<file path="src/hdl/urpl_pkg.sv">
// Shared types and constants of the ultrasonic ranging block.
// No dependencies; used by the top, urpl_in_reg, urpl_core, urpl_out_reg and the testbench.
package urpl_pkg;

  // Configuration register indexes.
  localparam logic [1:0] CfgIntervalIdx = 2'd0;
  localparam logic [1:0] CfgHoldIdx     = 2'd1;
  localparam logic [1:0] CfgNearIdx     = 2'd2;

  // Reset values of the configuration registers.
  localparam logic [15:0] IntervalRst = 16'd100;
  localparam logic [15:0] HoldRst     = 16'd5000;
  localparam logic [15:0] NearRst     = 16'd30;

  // Distance reported when no echo width was captured.
  localparam logic [15:0] FailCm = 16'hFFFF;

  // floor(w*17/250) equals floor(w*CmRecip / 2^CmShift) for every 16-bit w.
  localparam int unsigned  CmShift = 24;
  localparam logic [20:0]  CmRecip = 21'd1140851;

  // Action codes.
  localparam logic ActEcho = 1'b0;
  localparam logic ActTime = 1'b1;

  typedef struct packed {
    logic        action;
    logic        echo_level;
    logic [15:0] timer_count;
    logic [31:0] now_ms;
  } item_t;

  typedef struct packed {
    logic        trigger_fired;
    logic [15:0] distance_cm;
    logic        led_lit;
    logic [15:0] pulse_ticks;
  } result_t;

endpackage

</file>
<file path="src/hdl/urpl_evt_if.sv">
// Input event channel of the ultrasonic ranging block.
// No dependencies.
interface urpl_evt_if;
  logic        valid;
  logic        ready;
  logic        action;
  logic        echo_level;
  logic [15:0] timer_count;
  logic [31:0] now_ms;

  modport source (output valid, action, echo_level, timer_count, now_ms, input ready);
  modport sink   (input valid, action, echo_level, timer_count, now_ms, output ready);
endinterface

</file>
<file path="src/hdl/urpl_res_if.sv">
// Result channel of the ultrasonic ranging block.
// No dependencies.
interface urpl_res_if;
  logic        valid;
  logic        ready;
  logic        trigger_fired;
  logic [15:0] distance_cm;
  logic        led_lit;
  logic [15:0] pulse_ticks;

  modport source (output valid, trigger_fired, distance_cm, led_lit, pulse_ticks, input ready);
  modport sink   (input valid, trigger_fired, distance_cm, led_lit, pulse_ticks, output ready);
endinterface

</file>
<file path="src/hdl/ultrasonic_range_proximity_led_top.sv">
// Channel  | Dir | Beat contents
// evt_i    | in  | action, echo_level, timer_count, now_ms
// res_o    | out | trigger_fired, distance_cm, led_lit, pulse_ticks
// cfg_*    | in  | register index and 16-bit data, one write per cycle
//
// One event per cycle unless a stalled result fills the input register; each result
// beat is computed in the core from the input register and presented from the result register.
// The per-event state update sits between the input and result registers.
// Reset brings all state to zero and the configuration registers to their defaults.
// A stalled result holds the pipeline; the input register still takes one beat.
// Depends on urpl_pkg, urpl_evt_if, urpl_res_if and the three stage modules.
module ultrasonic_range_proximity_led_top (
  input  logic        clk_i,
  input  logic        rst_ni,
  urpl_evt_if.sink    evt_i,
  urpl_res_if.source  res_o,
  input  logic        cfg_we_i,
  input  logic [1:0]  cfg_idx_i,
  input  logic [15:0] cfg_data_i
);

  urpl_pkg::item_t   in_item;
  urpl_pkg::item_t   stage_item;
  urpl_pkg::result_t core_res;
  urpl_pkg::result_t out_res;
  logic              stage_valid;
  logic              take;
  logic              fire;
  logic              in_ready;
  logic              out_valid;

  assign in_item.action      = evt_i.action;
  assign in_item.echo_level  = evt_i.echo_level;
  assign in_item.timer_count = evt_i.timer_count;
  assign in_item.now_ms      = evt_i.now_ms;
  assign evt_i.ready         = in_ready;

  // An event updates the state exactly when its result enters the output stage.
  assign fire = stage_valid && take;

  urpl_in_reg u_in_reg (
    .clk_i      (clk_i),
    .rst_ni     (rst_ni),
    .in_valid_i (evt_i.valid),
    .in_ready_o (in_ready),
    .in_item_i  (in_item),
    .take_i     (take),
    .valid_o    (stage_valid),
    .item_o     (stage_item)
  );

  urpl_core u_core (
    .clk_i      (clk_i),
    .rst_ni     (rst_ni),
    .cfg_we_i   (cfg_we_i),
    .cfg_idx_i  (cfg_idx_i),
    .cfg_data_i (cfg_data_i),
    .fire_i     (fire),
    .item_i     (stage_item),
    .res_o      (core_res)
  );

  urpl_out_reg u_out_reg (
    .clk_i       (clk_i),
    .rst_ni      (rst_ni),
    .valid_i     (stage_valid),
    .res_i       (core_res),
    .take_o      (take),
    .out_valid_o (out_valid),
    .out_ready_i (res_o.ready),
    .out_res_o   (out_res)
  );

  assign res_o.valid         = out_valid;
  assign res_o.trigger_fired = out_res.trigger_fired;
  assign res_o.distance_cm   = out_res.distance_cm;
  assign res_o.led_lit       = out_res.led_lit;
  assign res_o.pulse_ticks   = out_res.pulse_ticks;

endmodule

</file>
<file path="src/hdl/urpl_in_reg.sv">
// Input register stage: holds one accepted event beat for the core.
// Depends on urpl_pkg.
module urpl_in_reg (
  input  logic            clk_i,
  input  logic            rst_ni,
  input  logic            in_valid_i,
  output logic            in_ready_o,
  input  urpl_pkg::item_t in_item_i,
  input  logic            take_i,
  output logic            valid_o,
  output urpl_pkg::item_t item_o
);

  logic            valid_q, valid_d;
  urpl_pkg::item_t item_q;

  // The stage is free when empty or when its beat moves on this cycle.
  assign in_ready_o = !valid_q || take_i;
  assign valid_d    = in_ready_o ? in_valid_i : valid_q;

  always_ff @(posedge clk_i or negedge rst_ni) begin
    if (!rst_ni) begin
      valid_q <= 1'b0;
    end else begin
      valid_q <= valid_d;
    end
  end

  always_ff @(posedge clk_i) begin
    if (in_valid_i && in_ready_o) begin
      item_q <= in_item_i;
    end
  end

  assign valid_o = valid_q;
  assign item_o  = item_q;

endmodule

</file>
<file path="src/hdl/urpl_core.sv">
// Ranging core: configuration and measurement state, and the per-event update.
// Depends on urpl_pkg.
module urpl_core (
  input  logic              clk_i,
  input  logic              rst_ni,
  input  logic              cfg_we_i,
  input  logic [1:0]        cfg_idx_i,
  input  logic [15:0]       cfg_data_i,
  input  logic              fire_i,
  input  urpl_pkg::item_t   item_i,
  output urpl_pkg::result_t res_o
);

  logic [15:0] interval_q, hold_q, near_q;
  logic [15:0] start_q, start_d;
  logic [15:0] width_q, width_d;
  logic [31:0] last_q, last_d;
  logic [31:0] led_start_q, led_start_d;
  logic        hold_act_q, hold_act_d;
  logic        led_q, led_d;

  logic [36:0] cm_prod;
  logic [15:0] cm;
  logic [31:0] since_trig;
  logic [31:0] since_led;
  logic        trig;
  logic        near_hit;
  logic        hold_done;
  logic [15:0] dist_cm;

  always_ff @(posedge clk_i or negedge rst_ni) begin
    if (!rst_ni) begin
      interval_q <= urpl_pkg::IntervalRst;
      hold_q     <= urpl_pkg::HoldRst;
      near_q     <= urpl_pkg::NearRst;
    end else if (cfg_we_i) begin
      case (cfg_idx_i)
        urpl_pkg::CfgIntervalIdx: interval_q <= cfg_data_i;
        urpl_pkg::CfgHoldIdx:     hold_q     <= cfg_data_i;
        urpl_pkg::CfgNearIdx:     near_q     <= cfg_data_i;
        default: ;
      endcase
    end
  end

  // Distance from the stored width: floor(width*136/1000)/2 by reciprocal.
  assign cm_prod = {21'd0, width_q} * {16'd0, urpl_pkg::CmRecip};
  assign cm      = {3'd0, cm_prod[36:urpl_pkg::CmShift]};

  assign since_trig = item_i.now_ms - last_q;
  assign since_led  = item_i.now_ms - led_start_q;
  assign trig       = (item_i.action == urpl_pkg::ActTime) &&
                      (since_trig >= {16'd0, interval_q});
  assign near_hit   = trig && (width_q != 16'd0) && (cm < near_q);

  // A fresh near hit restarts the hold at now, so it expires at once only
  // for a zero hold time.
  assign hold_done = near_hit ? (hold_q == 16'd0)
                              : (hold_act_q && (since_led >= {16'd0, hold_q}));

  always_comb begin
    start_d     = start_q;
    width_d     = width_q;
    last_d      = last_q;
    led_start_d = led_start_q;
    hold_act_d  = hold_act_q;
    led_d       = led_q;
    dist_cm     = 16'd0;
    if (item_i.action == urpl_pkg::ActEcho) begin
      if (item_i.echo_level) begin
        start_d = item_i.timer_count;
      end else begin
        width_d = item_i.timer_count - start_q;
      end
    end else begin
      if (trig) begin
        last_d = item_i.now_ms;
        if (width_q == 16'd0) begin
          dist_cm = urpl_pkg::FailCm;
          led_d   = 1'b0;
        end else begin
          dist_cm = cm;
        end
      end
      if (near_hit) begin
        led_d       = 1'b1;
        hold_act_d  = 1'b1;
        led_start_d = item_i.now_ms;
      end
      if (hold_done) begin
        led_d      = 1'b0;
        hold_act_d = 1'b0;
      end
    end
  end

  always_ff @(posedge clk_i or negedge rst_ni) begin
    if (!rst_ni) begin
      start_q     <= '0;
      width_q     <= '0;
      last_q      <= '0;
      led_start_q <= '0;
      hold_act_q  <= 1'b0;
      led_q       <= 1'b0;
    end else if (fire_i) begin
      start_q     <= start_d;
      width_q     <= width_d;
      last_q      <= last_d;
      led_start_q <= led_start_d;
      hold_act_q  <= hold_act_d;
      led_q       <= led_d;
    end
  end

  assign res_o.trigger_fired = trig;
  assign res_o.distance_cm   = dist_cm;
  assign res_o.led_lit       = led_d;
  assign res_o.pulse_ticks   = width_d;

endmodule

</file>
<file path="src/hdl/urpl_out_reg.sv">
// Result register stage: holds one result beat until the sink takes it.
// Depends on urpl_pkg.
module urpl_out_reg (
  input  logic              clk_i,
  input  logic              rst_ni,
  input  logic              valid_i,
  input  urpl_pkg::result_t res_i,
  output logic              take_o,
  output logic              out_valid_o,
  input  logic              out_ready_i,
  output urpl_pkg::result_t out_res_o
);

  logic              valid_q, valid_d;
  urpl_pkg::result_t res_q;

  // The register can load when empty or when its beat leaves this cycle.
  assign take_o  = !valid_q || out_ready_i;
  assign valid_d = take_o ? valid_i : valid_q;

  always_ff @(posedge clk_i or negedge rst_ni) begin
    if (!rst_ni) begin
      valid_q <= 1'b0;
    end else begin
      valid_q <= valid_d;
    end
  end

  always_ff @(posedge clk_i) begin
    if (take_o && valid_i) begin
      res_q <= res_i;
    end
  end

  assign out_valid_o = valid_q;
  assign out_res_o   = res_q;

endmodule

</file>
<file path="src/flat_wrapper.sv">
// flat-port wrapper written by rule: the top's interface ports become plain ports
module ultrasonic_range_proximity_led_top_flat 
  (clk_i, rst_ni, cfg_we_i, cfg_idx_i, cfg_data_i, evt_i_valid, evt_i_action, evt_i_echo_level, evt_i_timer_count, evt_i_now_ms, evt_i_ready, res_o_valid, res_o_trigger_fired, res_o_distance_cm, res_o_led_lit, res_o_pulse_ticks, res_o_ready);
  urpl_evt_if evt_i_i ();
  urpl_res_if res_o_i ();
  input  logic clk_i;
  input  logic rst_ni;
  input  logic cfg_we_i;
  input  logic [1:0] cfg_idx_i;
  input  logic [15:0] cfg_data_i;
  input wire logic [$bits(evt_i_i.valid)-1:0] evt_i_valid;
  input wire logic [$bits(evt_i_i.action)-1:0] evt_i_action;
  input wire logic [$bits(evt_i_i.echo_level)-1:0] evt_i_echo_level;
  input wire logic [$bits(evt_i_i.timer_count)-1:0] evt_i_timer_count;
  input wire logic [$bits(evt_i_i.now_ms)-1:0] evt_i_now_ms;
  output wire logic [$bits(evt_i_i.ready)-1:0] evt_i_ready;
  output wire logic [$bits(res_o_i.valid)-1:0] res_o_valid;
  output wire logic [$bits(res_o_i.trigger_fired)-1:0] res_o_trigger_fired;
  output wire logic [$bits(res_o_i.distance_cm)-1:0] res_o_distance_cm;
  output wire logic [$bits(res_o_i.led_lit)-1:0] res_o_led_lit;
  output wire logic [$bits(res_o_i.pulse_ticks)-1:0] res_o_pulse_ticks;
  input wire logic [$bits(res_o_i.ready)-1:0] res_o_ready;
  assign evt_i_i.valid = evt_i_valid;
  assign evt_i_i.action = evt_i_action;
  assign evt_i_i.echo_level = evt_i_echo_level;
  assign evt_i_i.timer_count = evt_i_timer_count;
  assign evt_i_i.now_ms = evt_i_now_ms;
  assign evt_i_ready = evt_i_i.ready;
  assign res_o_valid = res_o_i.valid;
  assign res_o_trigger_fired = res_o_i.trigger_fired;
  assign res_o_distance_cm = res_o_i.distance_cm;
  assign res_o_led_lit = res_o_i.led_lit;
  assign res_o_pulse_ticks = res_o_i.pulse_ticks;
  assign res_o_i.ready = res_o_ready;
  ultrasonic_range_proximity_led_top u_core (.clk_i(clk_i), .rst_ni(rst_ni), .evt_i(evt_i_i), .res_o(res_o_i), .cfg_we_i(cfg_we_i), .cfg_idx_i(cfg_idx_i), .cfg_data_i(cfg_data_i));
endmodule
</file>
<file path="config.mk">
export PLATFORM = sky130hd
export DESIGN_NAME = ultrasonic_range_proximity_led_top_flat
export DESIGN_NICKNAME = d
export VERILOG_FILES = /design/src/hdl/urpl_pkg.sv /design/src/hdl/urpl_evt_if.sv /design/src/hdl/urpl_res_if.sv /design/src/hdl/ultrasonic_range_proximity_led_top.sv /design/src/hdl/urpl_in_reg.sv /design/src/hdl/urpl_core.sv /design/src/hdl/urpl_out_reg.sv /design/src/flat_wrapper.sv
export SDC_FILE = /design/constraint.sdc
export NUM_CORES = 1
export LEC_CHECK = 0
export BUFFER_PORTS_ARGS = -buffer_cell sky130_fd_sc_hd__buf_2
export CELL_PAD_IN_SITES_DETAIL_PLACEMENT = 1
export CELL_PAD_IN_SITES_GLOBAL_PLACEMENT = 2
export CORE_ASPECT_RATIO = 1.2
export CORE_MARGIN = 2
export CORE_UTILIZATION = 45
export DETAILED_ROUTE_END_ITERATION = 16
export PLACE_DENSITY = 0.95
export SETUP_SLACK_MARGIN = 0.02
export SLEW_MARGIN = 5
export SYNTH_ARGS = -nofsm -noshare
export SYNTH_HDL_FRONTEND = slang
export SYNTH_SLANG_ARGS = --single-unit
</file>
<file path="constraint.sdc">
create_clock -name clk_i -period 23.1 [get_ports clk_i]
set_input_delay 4.62 -clock clk_i [delete_from_list [all_inputs] [get_ports clk_i]]
set_output_delay 4.62 -clock clk_i [all_outputs]
set_load 0.01 [all_outputs]
</file>
==> summary.txt <==
CTS
  • Post-CTS sizing: 0
  • CTS max path bufs: 3
  • Clock insertion delay at the later pin of the skew report: 0.53 ns
  • Clock-pin slew of the registers on the worst-case setup and hold paths: 0.06 ns
  • Post-CTS Setup Bufs: 0
  • Hold-fix buffers, CTS: 0
  • CTS root buf: clkbuf_16
  • CTS H-tree lvls: 1
  • CTS tree: built
  • Clock buffer count from CTS: 25
  • Clock Sink Count: 230

Setup path
  • CP bufs+invs: 2
  • Crit. End Element: output port
  • CP required: 18.48 ns
  • R2R depth: 33
  • CP dominant cell by count: buf_2
  • Max stage delay on crit path: roughly 0.19 ns
  • R2R Path End: u_core.u_core.led_start_q[29]
  • CP Data Arrival Time: 5.07 ns
  • CP top delay family: buffers and inverters
  • Critical R2R Launch: u_core.u_core.width_q[10]
  • CP Class: input port to output port
  • Slowest CP cell: nand3b_1
  • Cell breakdown of the critical path: buf_2, nand3b_1, buf_2
  • Critical path fanouts, max: 3
  • CP startpoint kind: input port
  • Reg2reg setup slack: between 10 and 15 ns

STA
  • Fin crit period: 9.69 ns
  • Setup TNS: 0 ns
  • RSZ-0062 raised after global routing: false
  • Measured slew at the worst slew-check pin: 1.09 ns
  • Worst slew margin: 26.0%
  • Fin crit share: between 40% and 50%
  • Max-slew violations: 0
  • Setup violations, final: 0
  • Final hold violation count: 0
  • Clock skew: approximately 0.011 ns
  • Fin worst setup slack: approximately 13 ns
  • Max Clock Freq: a little over 100 MHz

Synthesis
  • Register area share after synthesis: 32.1%
  • Most common flop cell mapped by yosys: dfrtp_1
  • Syn_area_per_cell: 10.1 sq um
  • Count leader, synth: inv_1
  • #FFs+latches synth: 230
  • Yosys top cell area share: 18.7%
  • Yosys warnings: 0
  • Post-Syn Area: 19300 sq um
  • Synth area leaders: ha_1 19%, dfrtp_1 18%, edfxtp_1 13%
  • Synth area leader: ha_1
  • Synthesized net count: approximately 2400
  • Netlist cell types: 75
  • Most frequent cells after synthesis: 328 x inv_1, 288 x ha_1, 136 x dfrtp_1
  • Share of flip-flops with an asynchronous set or reset: 64.3%
  • Syn Inst Count: around 1900
  • Number of enable flip-flop cells after synthesis: 82

GRT
  • Largest net degree at the start of global routing: 105
  • Grt total ovfl: 0
  • Number of global-route vias before repair: 15900
  • GR Util All Layers: 23.4%
  • First-pass GRT wire length: approximately 80000 microns
  • Initial antenna violation count: 1

Routing
  • Drt pass-1 iters: 4
  • Vias after detailed routing: 14300
  • Routed vias/inst: 5.56
  • WL/cell: 19.8 microns
  • Final wirelength: 50900 microns
  • DR DRC count: 0
  • 1st-iter DRT viols: 477
  • DRT antenna net count: 0

Place
  • Placer Congestion: between 0.9 and 1
  • Post-DP HPWL: 41100 microns
  • Post-DP Area: 20300 sq um
  • I/O Buffers: 108
  • Post-place setup slack: 13.42 ns

Floorplan
  • Top Ports: 109
  • Area of the die: 44500 sq um
  • CORE AREA: 42600 sq um
  • Initial Util: between 40% and 50%
  • Die Wd: 193 microns
  • Chip height: 231 microns
  • FP Rows: between 80 and 90

Min path
  • WHS Endpoint: u_core.u_core.last_q[12]
  • Worst Hold Class: flop to flop
  • Hold_sp: u_core.u_core.last_q[12]
  • Hold Path Cell Cnt: 1

Final layout
  • P&R area growth vs syn: 9.77%
  • Nets: 2456
  • Finished Cell Area: 21200 sq um
  • # diodes: 0
  • Share of cells above drive strength 1: 12.4%
  • Fill cells: between 4000 and 5000

Job
  • Maxcap violations: 0

Run status
  • Status: completed
[flip-flops by register name, indices dropped and copies added, names as in the netlist, 32 cells and up]
register                    count
u_core.u_in_reg.item_o         50
u_core.u_core.last_q           32
u_core.u_core.led_start_q      32
u_core.u_out_reg.out_res_o     32
[how the worst max path moves through the flow]
stage	start	to	slack [ns]	depth (start not counted)
final	res_o_ready	evt_i_ready	13.41	3
after global routing	u_core.u_core.width_q[10]	u_core.u_core.led_start_q[15]	12.86	33
after CTS	res_o_ready	evt_i_ready	13.42	3
after detailed placement	res_o_ready	evt_i_ready	13.42	3
after global placement	res_o_ready	evt_i_ready	13.44	3
after floorplan	res_o_ready	evt_i_ready	13.65	1
[per-stage QoR]
step / instances / hold slack (ns) / utilization, %
floorplan: 1902 / 0.449 / -
global placement: 2526 / 0.465 / 47.8
detailed placement: 2526 / 0.481 / 47.8
CTS: 2571 / 0.493 / 49.7
global route: 2571 / 0.513 / 49.7
finish: 2571 / 0.488 / 49.7
[cell families (layout without fill, tap and decap cells)]
kind of cell,after synthesis,in the layout,share of synthesized area [%]
compound gates,383,383,12.5
fa+ha+maj,382,382,28.5
buf+inv,371,488,7.58
simple gates,345,345,9.00
flops,230,230,32.1
mux,133,133,7.72
xor+xnor,58,58,2.64
[layout by cell type (no fill, tap or decap), types with 26 or more instances in the layout]
cell / count
inv_1: 328
ha_1: 288
dfrtp_1: 136
a21oi_1: 110
nand2_1: 110
buf_2: 107
o21ai_0: 98
fa_1: 94
edfxtp_1: 82
nor2_1: 67
mux2_1: 63
mux2_2: 62
a21o_1: 38
xnor2_1: 37
nand3_1: 26
[per-layer routing]
metal / vias to the layer above / wire length (microns) / GRT usage, %
li1: 6798 / - / -
met1: 7168 / 19800 / 26.1
met2: 225 / 27500 / 44.9
met3: 102 / 1490 / 2.10
met4: 0 / 2100 / 9.73
met5: - / 0 / 0
[area by class of cell]
cell class                      count  area [sq um]  area share [%]
Multi-Input combinational cell   1301         11600            55.0
Inverter                          329          1230            5.84
Tap cell                          552           691            3.26
Clock buffer                       30           654            3.09
Clock inverter                     15           165           0.781
Timing Repair Buffer              114           592            2.80
Sequential cell                   230          6180            29.2
Power is left out: the tool's default activity adds up to more than one toggle a clock period on the data nets, which glitch-free logic cannot reach.
